$ cat src/rtl/core/assert_macros.svh
`ifndef ASSERT_MACROS_SVH
`define ASSERT_MACROS_SVH

// Expects clk and rst in scope.
`define SHS_CHECK(label, prop) \
  label: assert property (@(posedge clk) disable iff (rst) prop) else $error("check failed");

// Same-cycle implication.
`define SHS_IMPLIES(label, ante, cons) \
  `SHS_CHECK(label, (ante) |-> (cons))

// Next-cycle implication.
`define SHS_NEXT(label, ante, cons) \
  `SHS_CHECK(label, (ante) |=> (cons))

`endif

$ cat src/rtl/core/shs_pkg.sv
`timescale 1ns / 1ps
`default_nettype none
package shs_pkg;

  localparam int BlkWords   = 16;
  localparam int ChainWords = 8;
  localparam int WordBits   = 32;

  localparam logic [7:0] PadMark = 8'h80;
  localparam logic [5:0] LenStart = 6'd56;
  localparam logic [5:0] LastByte = 6'd63;
  localparam logic [5:0] LastRound = 6'd63;
  localparam logic [5:0] XferLast = 6'd8;

  typedef enum logic [2:0] {
    ST_IDLE,
    ST_PAD,
    ST_CLOAD,
    ST_ROUND,
    ST_CADD,
    ST_DONE
  } state_t;

  typedef enum logic [1:0] {
    RU_HOLD,
    RU_SHIFT,
    RU_ROUND
  } ru_op_t;

  typedef struct packed {
    ru_op_t     op;
    logic [5:0] rnd;
  } ru_ctrl_t;

  function automatic logic [31:0] iv_word(input logic [2:0] idx);
    logic [31:0] r;
    case (idx)
      3'd0: r = 32'h6A09E667;
      3'd1: r = 32'hBB67AE85;
      3'd2: r = 32'h3C6EF372;
      3'd3: r = 32'hA54FF53A;
      3'd4: r = 32'h510E527F;
      3'd5: r = 32'h9B05688C;
      3'd6: r = 32'h1F83D9AB;
      default: r = 32'h5BE0CD19;
    endcase
    return r;
  endfunction

  function automatic logic [31:0] k_word(input logic [5:0] idx);
    logic [31:0] r;
    case (idx)
      6'd0:  r = 32'h428A2F98; 6'd1:  r = 32'h71374491;
      6'd2:  r = 32'hB5C0FBCF; 6'd3:  r = 32'hE9B5DBA5;
      6'd4:  r = 32'h3956C25B; 6'd5:  r = 32'h59F111F1;
      6'd6:  r = 32'h923F82A4; 6'd7:  r = 32'hAB1C5ED5;
      6'd8:  r = 32'hD807AA98; 6'd9:  r = 32'h12835B01;
      6'd10: r = 32'h243185BE; 6'd11: r = 32'h550C7DC3;
      6'd12: r = 32'h72BE5D74; 6'd13: r = 32'h80DEB1FE;
      6'd14: r = 32'h9BDC06A7; 6'd15: r = 32'hC19BF174;
      6'd16: r = 32'hE49B69C1; 6'd17: r = 32'hEFBE4786;
      6'd18: r = 32'h0FC19DC6; 6'd19: r = 32'h240CA1CC;
      6'd20: r = 32'h2DE92C6F; 6'd21: r = 32'h4A7484AA;
      6'd22: r = 32'h5CB0A9DC; 6'd23: r = 32'h76F988DA;
      6'd24: r = 32'h983E5152; 6'd25: r = 32'hA831C66D;
      6'd26: r = 32'hB00327C8; 6'd27: r = 32'hBF597FC7;
      6'd28: r = 32'hC6E00BF3; 6'd29: r = 32'hD5A79147;
      6'd30: r = 32'h06CA6351; 6'd31: r = 32'h14292967;
      6'd32: r = 32'h27B70A85; 6'd33: r = 32'h2E1B2138;
      6'd34: r = 32'h4D2C6DFC; 6'd35: r = 32'h53380D13;
      6'd36: r = 32'h650A7354; 6'd37: r = 32'h766A0ABB;
      6'd38: r = 32'h81C2C92E; 6'd39: r = 32'h92722C85;
      6'd40: r = 32'hA2BFE8A1; 6'd41: r = 32'hA81A664B;
      6'd42: r = 32'hC24B8B70; 6'd43: r = 32'hC76C51A3;
      6'd44: r = 32'hD192E819; 6'd45: r = 32'hD6990624;
      6'd46: r = 32'hF40E3585; 6'd47: r = 32'h106AA070;
      6'd48: r = 32'h19A4C116; 6'd49: r = 32'h1E376C08;
      6'd50: r = 32'h2748774C; 6'd51: r = 32'h34B0BCB5;
      6'd52: r = 32'h391C0CB3; 6'd53: r = 32'h4ED8AA4A;
      6'd54: r = 32'h5B9CCA4F; 6'd55: r = 32'h682E6FF3;
      6'd56: r = 32'h748F82EE; 6'd57: r = 32'h78A5636F;
      6'd58: r = 32'h84C87814; 6'd59: r = 32'h8CC70208;
      6'd60: r = 32'h90BEFFFA; 6'd61: r = 32'hA4506CEB;
      6'd62: r = 32'hBEF9A3F7;
      default: r = 32'hC67178F2;
    endcase
    return r;
  endfunction

  function automatic logic [31:0] big_sig0(input logic [31:0] x);
    return {x[1:0], x[31:2]} ^ {x[12:0], x[31:13]} ^ {x[21:0], x[31:22]};
  endfunction

  function automatic logic [31:0] big_sig1(input logic [31:0] x);
    return {x[5:0], x[31:6]} ^ {x[10:0], x[31:11]} ^ {x[24:0], x[31:25]};
  endfunction

  function automatic logic [31:0] sml_sig0(input logic [31:0] x);
    return {x[6:0], x[31:7]} ^ {x[17:0], x[31:18]} ^ {3'b000, x[31:3]};
  endfunction

  function automatic logic [31:0] sml_sig1(input logic [31:0] x);
    return {x[16:0], x[31:17]} ^ {x[18:0], x[31:19]} ^ {10'b0, x[31:10]};
  endfunction

endpackage
`default_nettype wire

$ cat src/rtl/core/shs_ram.sv
`timescale 1ns / 1ps
`default_nettype none
module shs_ram
  import shs_pkg::*;
#(
  parameter int Depth = ChainWords,
  parameter int Width = WordBits
) (
  input  wire logic                     clk,
  input  wire logic                     we,
  input  wire logic [$clog2(Depth)-1:0] waddr,
  input  wire logic [Width-1:0]         wdata,
  input  wire logic [$clog2(Depth)-1:0] raddr,
  output logic      [Width-1:0]         rdata
);

  logic [Width-1:0] mem [Depth];

  always_ff @(posedge clk) begin
    if (we) begin
      mem[waddr] <= wdata;
    end
  end

  always_ff @(posedge clk) begin
    rdata <= mem[raddr];
  end

endmodule
`default_nettype wire

$ cat src/rtl/core/shs_round.sv
`timescale 1ns / 1ps
`default_nettype none
module shs_round
  import shs_pkg::*;
(
  input  wire logic        clk,
  input  wire ru_ctrl_t    ctrl,
  input  wire logic [31:0] shift_word,
  input  wire logic [31:0] blk_word,
  output logic      [31:0] head_word
);

  logic [31:0] v [8];
  logic [31:0] w [16];
  logic [31:0] wt;
  logic [31:0] t1;
  logic [31:0] t2;

  // window holds W[t-16] in w[0] up to W[t-1] in w[15]
  always_comb begin
    if (ctrl.rnd[5:4] == 2'b00) begin
      wt = blk_word;
    end else begin
      wt = sml_sig1(w[14]) + w[9] + sml_sig0(w[1]) + w[0];
    end
    t1 = v[7] + big_sig1(v[4]) + ((v[4] & v[5]) ^ (~v[4] & v[6])) + k_word(ctrl.rnd) + wt;
    t2 = big_sig0(v[0]) + ((v[0] & v[1]) ^ (v[0] & v[2]) ^ (v[1] & v[2]));
  end

  always_ff @(posedge clk) begin
    case (ctrl.op)
      RU_SHIFT: begin
        for (int i = 0; i < 7; i++) v[i] <= v[i+1];
        v[7] <= shift_word;
      end
      RU_ROUND: begin
        v[0] <= t1 + t2;
        v[1] <= v[0];
        v[2] <= v[1];
        v[3] <= v[2];
        v[4] <= v[3] + t1;
        v[5] <= v[4];
        v[6] <= v[5];
        v[7] <= v[6];
        for (int i = 0; i < 15; i++) w[i] <= w[i+1];
        w[15] <= wt;
      end
      default: begin
      end
    endcase
  end

  assign head_word = v[0];

endmodule
`default_nettype wire

$ cat src/rtl/core/sha256_stream_hasher.sv
// Channel | Beat contents                                 | Handshake
// input   | data_byte, byte_valid, end_of_message         | in_valid / in_stall
// output  | digest_part0..digest_part3 (256-bit digest)   | out_valid / out_stall
//
// A byte is taken per accepted beat while in_stall is low; a full 64-byte block then
// compresses by chaining-word load, 64 rounds and read-add-write back.
// End of message generates pad and length bytes at one per cycle and runs one or
// two compressions before its digest appears.
// Reset is immediate: no clearing pass; a fresh flag, set by reset and after each final
// block, makes the chaining memory read as the initial hash values until written back.
// in_stall stays high while padding, compressing or holding a finished digest.
// out_stall only delays the handoff of the next digest; the output register holds.
`timescale 1ns / 1ps
`default_nettype none
`include "assert_macros.svh"
module sha256_stream_hasher
  import shs_pkg::*;
(
  input  wire logic        clk,
  input  wire logic        rst,
  input  wire logic        in_valid,
  output logic             in_stall,
  input  wire logic [7:0]  data_byte,
  input  wire logic        byte_valid,
  input  wire logic        end_of_message,
  output logic             out_valid,
  input  wire logic        out_stall,
  output logic      [63:0] digest_part0,
  output logic      [63:0] digest_part1,
  output logic      [63:0] digest_part2,
  output logic      [63:0] digest_part3
);

  localparam int BlkAw   = $clog2(BlkWords);
  localparam int ChainAw = $clog2(ChainWords);

  state_t state, state_next;
  logic [5:0]   cnt;
  logic [5:0]   fill;
  logic [23:0]  acc;
  logic [63:0]  byte_total;
  logic         pad_active, pad_mark, pad_len, final_blk, chain_fresh;
  logic [255:0] dig_acc;

  logic         in_accept, byte_en, blk_we, chain_we, handoff;
  logic [7:0]   len_byte, pad_byte, new_byte;
  logic [63:0]  bits;
  logic [BlkAw-1:0]   blk_raddr;
  logic [31:0]        blk_rdata;
  logic [ChainAw-1:0] chain_raddr, chain_waddr;
  logic [31:0]        chain_rdata, chain_word, head_word, sum;
  ru_ctrl_t           ru_ctrl;

  assign in_stall  = (state != ST_IDLE);
  assign in_accept = in_valid && !in_stall;
  assign handoff   = (state == ST_DONE) && (!out_valid || !out_stall);

  assign bits     = {byte_total[60:0], 3'b000};
  assign len_byte = 8'(bits >> {~fill[2:0], 3'b000});
  assign pad_byte = !pad_mark ? PadMark :
                    (pad_len || fill == LenStart) ? len_byte : 8'h00;
  assign new_byte = (state == ST_PAD) ? pad_byte : data_byte;
  assign byte_en  = (state == ST_PAD) || (in_accept && byte_valid);
  assign blk_we   = byte_en && (fill[1:0] == 2'd3);

  assign blk_raddr   = (state == ST_ROUND) ? cnt[BlkAw-1:0] + 1'b1 : '0;
  assign chain_raddr = cnt[ChainAw-1:0];
  assign chain_waddr = cnt[ChainAw-1:0] - 1'b1;
  // unwritten chaining words read as the initial hash values
  assign chain_word  = chain_fresh ? iv_word(chain_waddr) : chain_rdata;
  assign sum         = chain_word + head_word;
  assign chain_we    = (state == ST_CADD) && (cnt != 6'd0);

  always_comb begin
    ru_ctrl.rnd = cnt;
    if (state == ST_ROUND) begin
      ru_ctrl.op = RU_ROUND;
    end else if ((state == ST_CLOAD || state == ST_CADD) && cnt != 6'd0) begin
      ru_ctrl.op = RU_SHIFT;
    end else begin
      ru_ctrl.op = RU_HOLD;
    end
  end

  shs_ram #(.Depth(BlkWords), .Width(WordBits)) u_blk (
    .clk   (clk),
    .we    (blk_we),
    .waddr (fill[5:2]),
    .wdata ({acc, new_byte}),
    .raddr (blk_raddr),
    .rdata (blk_rdata)
  );

  shs_ram #(.Depth(ChainWords), .Width(WordBits)) u_chain (
    .clk   (clk),
    .we    (chain_we),
    .waddr (chain_waddr),
    .wdata (sum),
    .raddr (chain_raddr),
    .rdata (chain_rdata)
  );

  shs_round u_round (
    .clk        (clk),
    .ctrl       (ru_ctrl),
    .shift_word (chain_word),
    .blk_word   (blk_rdata),
    .head_word  (head_word)
  );

  always_comb begin
    state_next = state;
    unique case (state)
      ST_IDLE: begin
        if (in_accept) begin
          if (byte_valid && fill == LastByte) state_next = ST_CLOAD;
          else if (end_of_message) state_next = ST_PAD;
        end
      end
      ST_PAD:   if (fill == LastByte) state_next = ST_CLOAD;
      ST_CLOAD: if (cnt == XferLast) state_next = ST_ROUND;
      ST_ROUND: if (cnt == LastRound) state_next = ST_CADD;
      ST_CADD: begin
        if (cnt == XferLast) begin
          if (final_blk) state_next = ST_DONE;
          else if (pad_active) state_next = ST_PAD;
          else state_next = ST_IDLE;
        end
      end
      ST_DONE:  if (handoff) state_next = ST_IDLE;
      default:  state_next = ST_IDLE;
    endcase
  end

  always_ff @(posedge clk) begin
    if (rst) begin
      state       <= ST_IDLE;
      cnt         <= '0;
      fill        <= '0;
      byte_total  <= '0;
      pad_active  <= 1'b0;
      pad_mark    <= 1'b0;
      pad_len     <= 1'b0;
      final_blk   <= 1'b0;
      chain_fresh <= 1'b1;
      out_valid   <= 1'b0;
    end else begin
      state <= state_next;
      cnt   <= (state_next != state) ? 6'd0 : cnt + 6'd1;

      if (byte_en) begin
        fill <= fill + 6'd1;
      end
      if (in_accept && byte_valid) begin
        byte_total <= byte_total + 64'd1;
      end
      if (in_accept && end_of_message) begin
        pad_active <= 1'b1;
      end
      if (state == ST_PAD) begin
        pad_mark <= 1'b1;
        if (pad_mark && fill == LenStart) pad_len <= 1'b1;
      end
      if (state != ST_CLOAD && state_next == ST_CLOAD) begin
        final_blk <= (state == ST_PAD) && pad_len;
      end
      if (state == ST_CADD && cnt == XferLast) begin
        chain_fresh <= final_blk;
      end

      if (handoff) begin
        out_valid  <= 1'b1;
        byte_total <= '0;
        pad_active <= 1'b0;
        pad_mark   <= 1'b0;
        pad_len    <= 1'b0;
      end else if (!out_stall) begin
        out_valid <= 1'b0;
      end
    end
  end

  // payload registers
  always_ff @(posedge clk) begin
    if (byte_en) begin
      acc <= {acc[15:0], new_byte};
    end
    if (chain_we) begin
      dig_acc <= {dig_acc[223:0], sum};
    end
    if (handoff) begin
      digest_part0 <= dig_acc[255:192];
      digest_part1 <= dig_acc[191:128];
      digest_part2 <= dig_acc[127:64];
      digest_part3 <= dig_acc[63:0];
    end
  end

  `SHS_NEXT(a_round_end, state == ST_ROUND && cnt == LastRound, state == ST_CADD && cnt == 6'd0)
  `SHS_IMPLIES(a_blk_write_ctx, blk_we, state == ST_IDLE || state == ST_PAD)
  `SHS_IMPLIES(a_compress_aligned, state == ST_CLOAD, fill == 6'd0)
  `SHS_IMPLIES(a_done_fresh, state == ST_DONE, chain_fresh)

endmodule
`default_nettype wire

$ cat config.mk
export PLATFORM = sky130hd
export DESIGN_NAME = sha256_stream_hasher
export DESIGN_NICKNAME = d
export VERILOG_FILES = /design/src/rtl/core/shs_pkg.sv /design/src/rtl/core/shs_ram.sv /design/src/rtl/core/shs_round.sv /design/src/rtl/core/sha256_stream_hasher.sv
export VERILOG_INCLUDE_DIRS = /design/src /design/src/rtl/core
export SDC_FILE = /design/constraint.sdc
export NUM_CORES = 2
export LEC_CHECK = 0
export BUFFER_PORTS_ARGS = -buffer_cell sky130_fd_sc_hd__buf_2
export CORE_MARGIN = 2
export CORE_UTILIZATION = 60
export DETAILED_ROUTE_END_ITERATION = 8
export GPL_ROUTABILITY_DRIVEN = 0
export GPL_TIMING_DRIVEN = 1
export HOLD_SLACK_MARGIN = 0.1
export MAX_ROUTING_LAYER = met4
export PLACE_DENSITY = 0.75
export SLEW_MARGIN = 20
export SYNTH_ARGS = -nofsm -noshare
export SYNTH_HDL_FRONTEND = slang
export SYNTH_HIERARCHICAL = 1
export SYNTH_SLANG_ARGS = --single-unit
$ cat constraint.sdc
create_clock -name clk -period 35.5 [get_ports clk]
set_input_delay 1.775 -clock clk [delete_from_list [all_inputs] [get_ports clk]]
set_output_delay 1.775 -clock clk [all_outputs]
set_load 0.01 [all_outputs]
==> summary by stage <==
Run status
The run finished, with violations left. The final reports fail on design-rule violations.

Pwr
For this design the ratio of total power to cell area is 55.0 nW/um2. Across the VDD grid, the largest voltage drop is 0.0570 mV. Power comes to 5.89 mW.

The reported leakage power is 36.4 nW.

Clocking
Gates resized during post-CTS repair numbered 0. At the later pin of the worst-skew pair, clock insertion delay measures 0.89 ns. The clock slew seen by the registers of the worst setup and hold paths is 0.07 ns. The level count of the clock H-tree is 4. The clock passes through at most 3 buffers. The cell sitting at the root of the clock tree is a sky130_fd_sc_hd__clkbuf_16.

CTS saw 2,218 sinks. The TritonCTS clock tree is done. The clock buffer count from CTS is 212. The post-CTS setup buffer count is 0. The hold buffer count at cts is 0.

Die
Measured along the y axis, the die boundary spans 405 um. The initial utilization of the core area, before any placement, comes to 60.2%. The number of primary I/O pins is 272. The die outline width is 405 um. The area of the core is 160,000 um2.

The number of placement rows is 147. The total die area is 164,000 um2.

Route
The detail route stage leaves a number of antenna-violating nets equal to 0. The iteration count of the initial detailed-routing pass is 9. In the routed layout, each cell is associated on average with a via count of 6.19. The number of DRC violations after detailed-routing iteration 0 is 6,976.

The final route contains 52,900 vias. The routed length per placed instance is 26.1 um. For this run, design rule violations remaining after detail routing come to 132. For this block, the routed nets add up to 223 mm of wire.

Cells and area
The number of fillers in the final layout is 10,700. The library cell used most frequently in the layout, excluding fill and tap cells, is sky130_fd_sc_hd__edfxtp_1. The library cells used most frequently in the layout, excluding fill and tap cells, are 2,072 x sky130_fd_sc_hd__edfxtp_1, 344 x sky130_fd_sc_hd__xnor2_1, 341 x sky130_fd_sc_hd__inv_1, 305 x sky130_fd_sc_hd__mux2_2. From synthesis to final layout, the design area changed by 11.0%. The final-stage net count is 6,656. Of the cells placed in the final design, the portion with a size suffix greater than 1 is 19.2%. The share of the core filled with cells is 66.8%. The final non-filler cell total is 8,549. The final design area excluding fillers is 107,000 um2.

Worst hold path
The hold path startpoint is u_round/w[4][20]. The end point of the most critical hold path is u_round/w[3][20]. The class of the worst hold path is reg2reg. The worst hold path was traced through 0 stages.

Worst setup path
The largest driver fanout on the critical path is 9. In this run the register-to-register setup slack is 24.02 ns. In this design, the stage delay of the slowest critical-path cell is 0.83 ns.

The type of destination of the critical path is a flip-flop. The slowest library cell on the worst path is sky130_fd_sc_hd__a2111oi_0. In this run the critical register-to-register path is launched from u_round/w[1][19]. In this design, the critical path's most frequently occurring cell is sky130_fd_sc_hd__fa_1. The worst register-to-register path has a depth of 43. At the worst endpoint, the arrival time is 12.10 ns. The worst setup path is launched from a flip-flop. By startpoint and endpoint, the worst setup path is classified as reg2reg. The destination of the worst register-to-register timing path is u_round/v[0][29]. The required time at the endpoint of the critical path is 36.12 ns.

Timing
The final-layout worst hold slack is 0.389 ns. The routed design could run at a clock period as short as 11.48 ns. The setup clock skew after layout is 0.0678 ns.

Headroom to the max-slew limit came out at 22.7%. For the pin with the worst max-slew slack, the measured transition is 1.16 ns. The total setup violations reported at the end of the flow is 0. The max-slew violation count came to 0.

The final clock period utilization by the worst path is 32.3%. The final worst setup slack is 24.02 ns. The timing-limited maximum frequency is 87.1 MHz.

Setup repair after global routing left no endpoint under its margin. The count of final hold-check violations is 0. The total negative setup slack is 0 ns.

Place
Once detailed placement completed, the half-perimeter wirelength came to 145 mm. The placed instance count is 8,138. The worst slack at placement is 24.31 ns. The number of buffers added on ports is 271. Summing all placed instances gives a cell area of 99,800 um2.

Global routing
Entering global routing, the biggest net connects 202 pins. For this run, global-route usage on met1 was measured as 39.0%. For this run, the total global-route usage over all layers was measured as 28.0%. The first global-routing pass estimated 329 mm of wire. The layer with the highest usage is met2.

The met3 usage in global routing is 5.87%. The number of global-route vias before repair is 51,300. The remaining global-route overflow is 0. The met2 track demand over resource in global routing is 42.4%. The initial antenna violation count is 9.

Synthesis
During synthesis, Yosys emitted a total of 6 warnings. After technology mapping, the gate count stands at 6,006. The count of flip-flops with a built-in enable after synthesis is 2,072. The share of synthesized registers carrying an async set or reset is 0%. The number of storage elements in the synthesis netlist is 2,218.

In this run, distinct cell masters in the synthesized netlist total 97. The number of nets in the synthesized netlist is 6,393. In the synthesized netlist the dominant register cell turns out to be sky130_fd_sc_hd__edfxtp_1. The post-synthesis area per instance is 16.0 um2. The cell area after technology mapping is 96,300 um2. For this run, the register share of the synthesized area comes to 67.6%.

Flow run
The number of maximum-capacitance violations is 0.
## flip-flops by register name (all words and copies together), names as in the netlist
| name | count |
|---|---|
| u_blk/mem | 512 |
| u_round/w | 512 |
| dig_acc | 256 |
| u_chain/mem | 256 |
| u_round/v | 256 |
| digest_part0 | 64 |
| digest_part1 | 64 |
| digest_part2 | 64 |
| digest_part3 | 64 |
| byte_total | 61 |
| u_blk/rdata | 32 |
| u_chain/rdata | 32 |
| acc | 24 |
| cnt | 6 |
| fill | 6 |
| state | 3 |
| chain_fresh | 1 |
| final_blk | 1 |
| out_valid | 1 |
| pad_active | 1 |
| pad_len | 1 |
| pad_mark | 1 |
## layer usage
metal  vias to the layer above  wire length (um)
met5                         -                 0
met4                         0              6520
li1                      23100                 -
met3                       480             22100
met1                     26600             89600
met2                      2744            105000
## Yosys cell counts (9+ instances only)
cell type                  instances  area share [%]
sky130_fd_sc_hd__mux4_2          167             3.9
sky130_fd_sc_hd__o31ai_1          16            0.12
sky130_fd_sc_hd__buf_4            41            0.32
sky130_fd_sc_hd__a211oi_1         38            0.30
sky130_fd_sc_hd__a21o_1           79            0.62
sky130_fd_sc_hd__nor2_1          294             1.1
sky130_fd_sc_hd__a22oi_1          68            0.53
sky130_fd_sc_hd__mux4_1           40             1.1
sky130_fd_sc_hd__xnor2_1         345             3.1
sky130_fd_sc_hd__nor4_1            9           0.058
sky130_fd_sc_hd__a221oi_1         12            0.11
sky130_fd_sc_hd__edfxtp_1       2072              65
sky130_fd_sc_hd__buf_6             9            0.11
sky130_fd_sc_hd__xor2_1          100            0.91
sky130_fd_sc_hd__fa_1            189             3.9
sky130_fd_sc_hd__a211o_1          10           0.091
sky130_fd_sc_hd__maj3_1           17            0.18
sky130_fd_sc_hd__nand2_1         248            0.97
sky130_fd_sc_hd__and2_1           11           0.071
sky130_fd_sc_hd__nand2b_1         35            0.23
sky130_fd_sc_hd__mux2i_1          26            0.27
sky130_fd_sc_hd__nand3_1          69            0.36
sky130_fd_sc_hd__a311oi_1          9           0.082
sky130_fd_sc_hd__nand4_1          22            0.14
sky130_fd_sc_hd__buf_2            16           0.083
sky130_fd_sc_hd__or2_2            23            0.15
sky130_fd_sc_hd__o21a_1           19            0.15
sky130_fd_sc_hd__and3_1           27            0.18
sky130_fd_sc_hd__o211ai_1         20            0.16
sky130_fd_sc_hd__clkbuf_1        193            0.75
sky130_fd_sc_hd__or3_1            20            0.13
sky130_fd_sc_hd__inv_1           342             1.3
sky130_fd_sc_hd__buf_1            41            0.16
sky130_fd_sc_hd__nand3b_1         19            0.15
sky130_fd_sc_hd__o311ai_0         14            0.13
sky130_fd_sc_hd__ha_1            184             2.4
sky130_fd_sc_hd__o21ai_0         185            0.96
sky130_fd_sc_hd__mux2_2          305             3.6
sky130_fd_sc_hd__nor3_1           59            0.31
sky130_fd_sc_hd__o21bai_1         20            0.16
sky130_fd_sc_hd__a21oi_1         261             1.4
sky130_fd_sc_hd__nor2b_1          30            0.19
sky130_fd_sc_hd__dfxtp_1         146             3.0
sky130_fd_sc_hd__a31oi_1          34            0.22
## critical path: cells and delay by family (launching register included)
family                     cells  cell delay, ns
DFF                            1            0.49
adders and majority gates      9            3.93
and+or+nand+nor                6            0.74
buffers and inverters          4            0.25
AOI/OAI and AO/OA             19            4.91
muxes                          2            0.33
xor gates and xnor gates       3            0.59
## worst max path at each step
stage                     start           endpoint  slack, ns  cells past startpoint
2_1_floorplan            cnt[0]  u_chain/mem[4][0]      18.72                      9
3_3_place_gp   u_round/w[1][19]   u_round/v[0][29]      24.47                     40
3_5_place_dp   u_round/w[1][19]   u_round/v[0][29]      24.31                     43
4_1_cts        u_round/w[1][19]   u_round/v[0][29]      24.26                     40
5_1_grt        u_round/w[1][19]   u_round/v[0][26]      23.32                     43
6_report       u_round/w[1][19]   u_round/v[0][29]      24.02                     43
## report_power, final
group / switching, mW / internal, mW
Sequential: 0.0177 / 2.89
Clock: 0.982 / 1.27
Combinational: 0.461 / 0.259
Total: 1.46 / 4.43
## area by class of cell
cell class              instances  area [um2]  share of cell area (%)
repair buffers                350        2020                    1.89
multi-input cells            3141       28700                    26.9
well taps                    2086        2610                    2.44
inverters                     346        1310                    1.22
flip-flops and latches       2218       65200                    60.9
diodes                          6        15.0                  0.0140
clock inverters               137        1400                    1.31
clock buffers                 265        5700                    5.33
## logic make-up (layout without fill, tap and decap cells)
family,after synthesis,count (layout),synth area share (%)
compound gates,858,858,5.68
xor+xnor,446,446,4.07
fa+ha+maj,390,390,6.50
buf+inv,647,1098,2.77
flops,2218,2218,67.6
mux,538,538,8.83
other cells,0,6,0
simple gates,909,909,4.51
(Power assumes the default switching activity.)
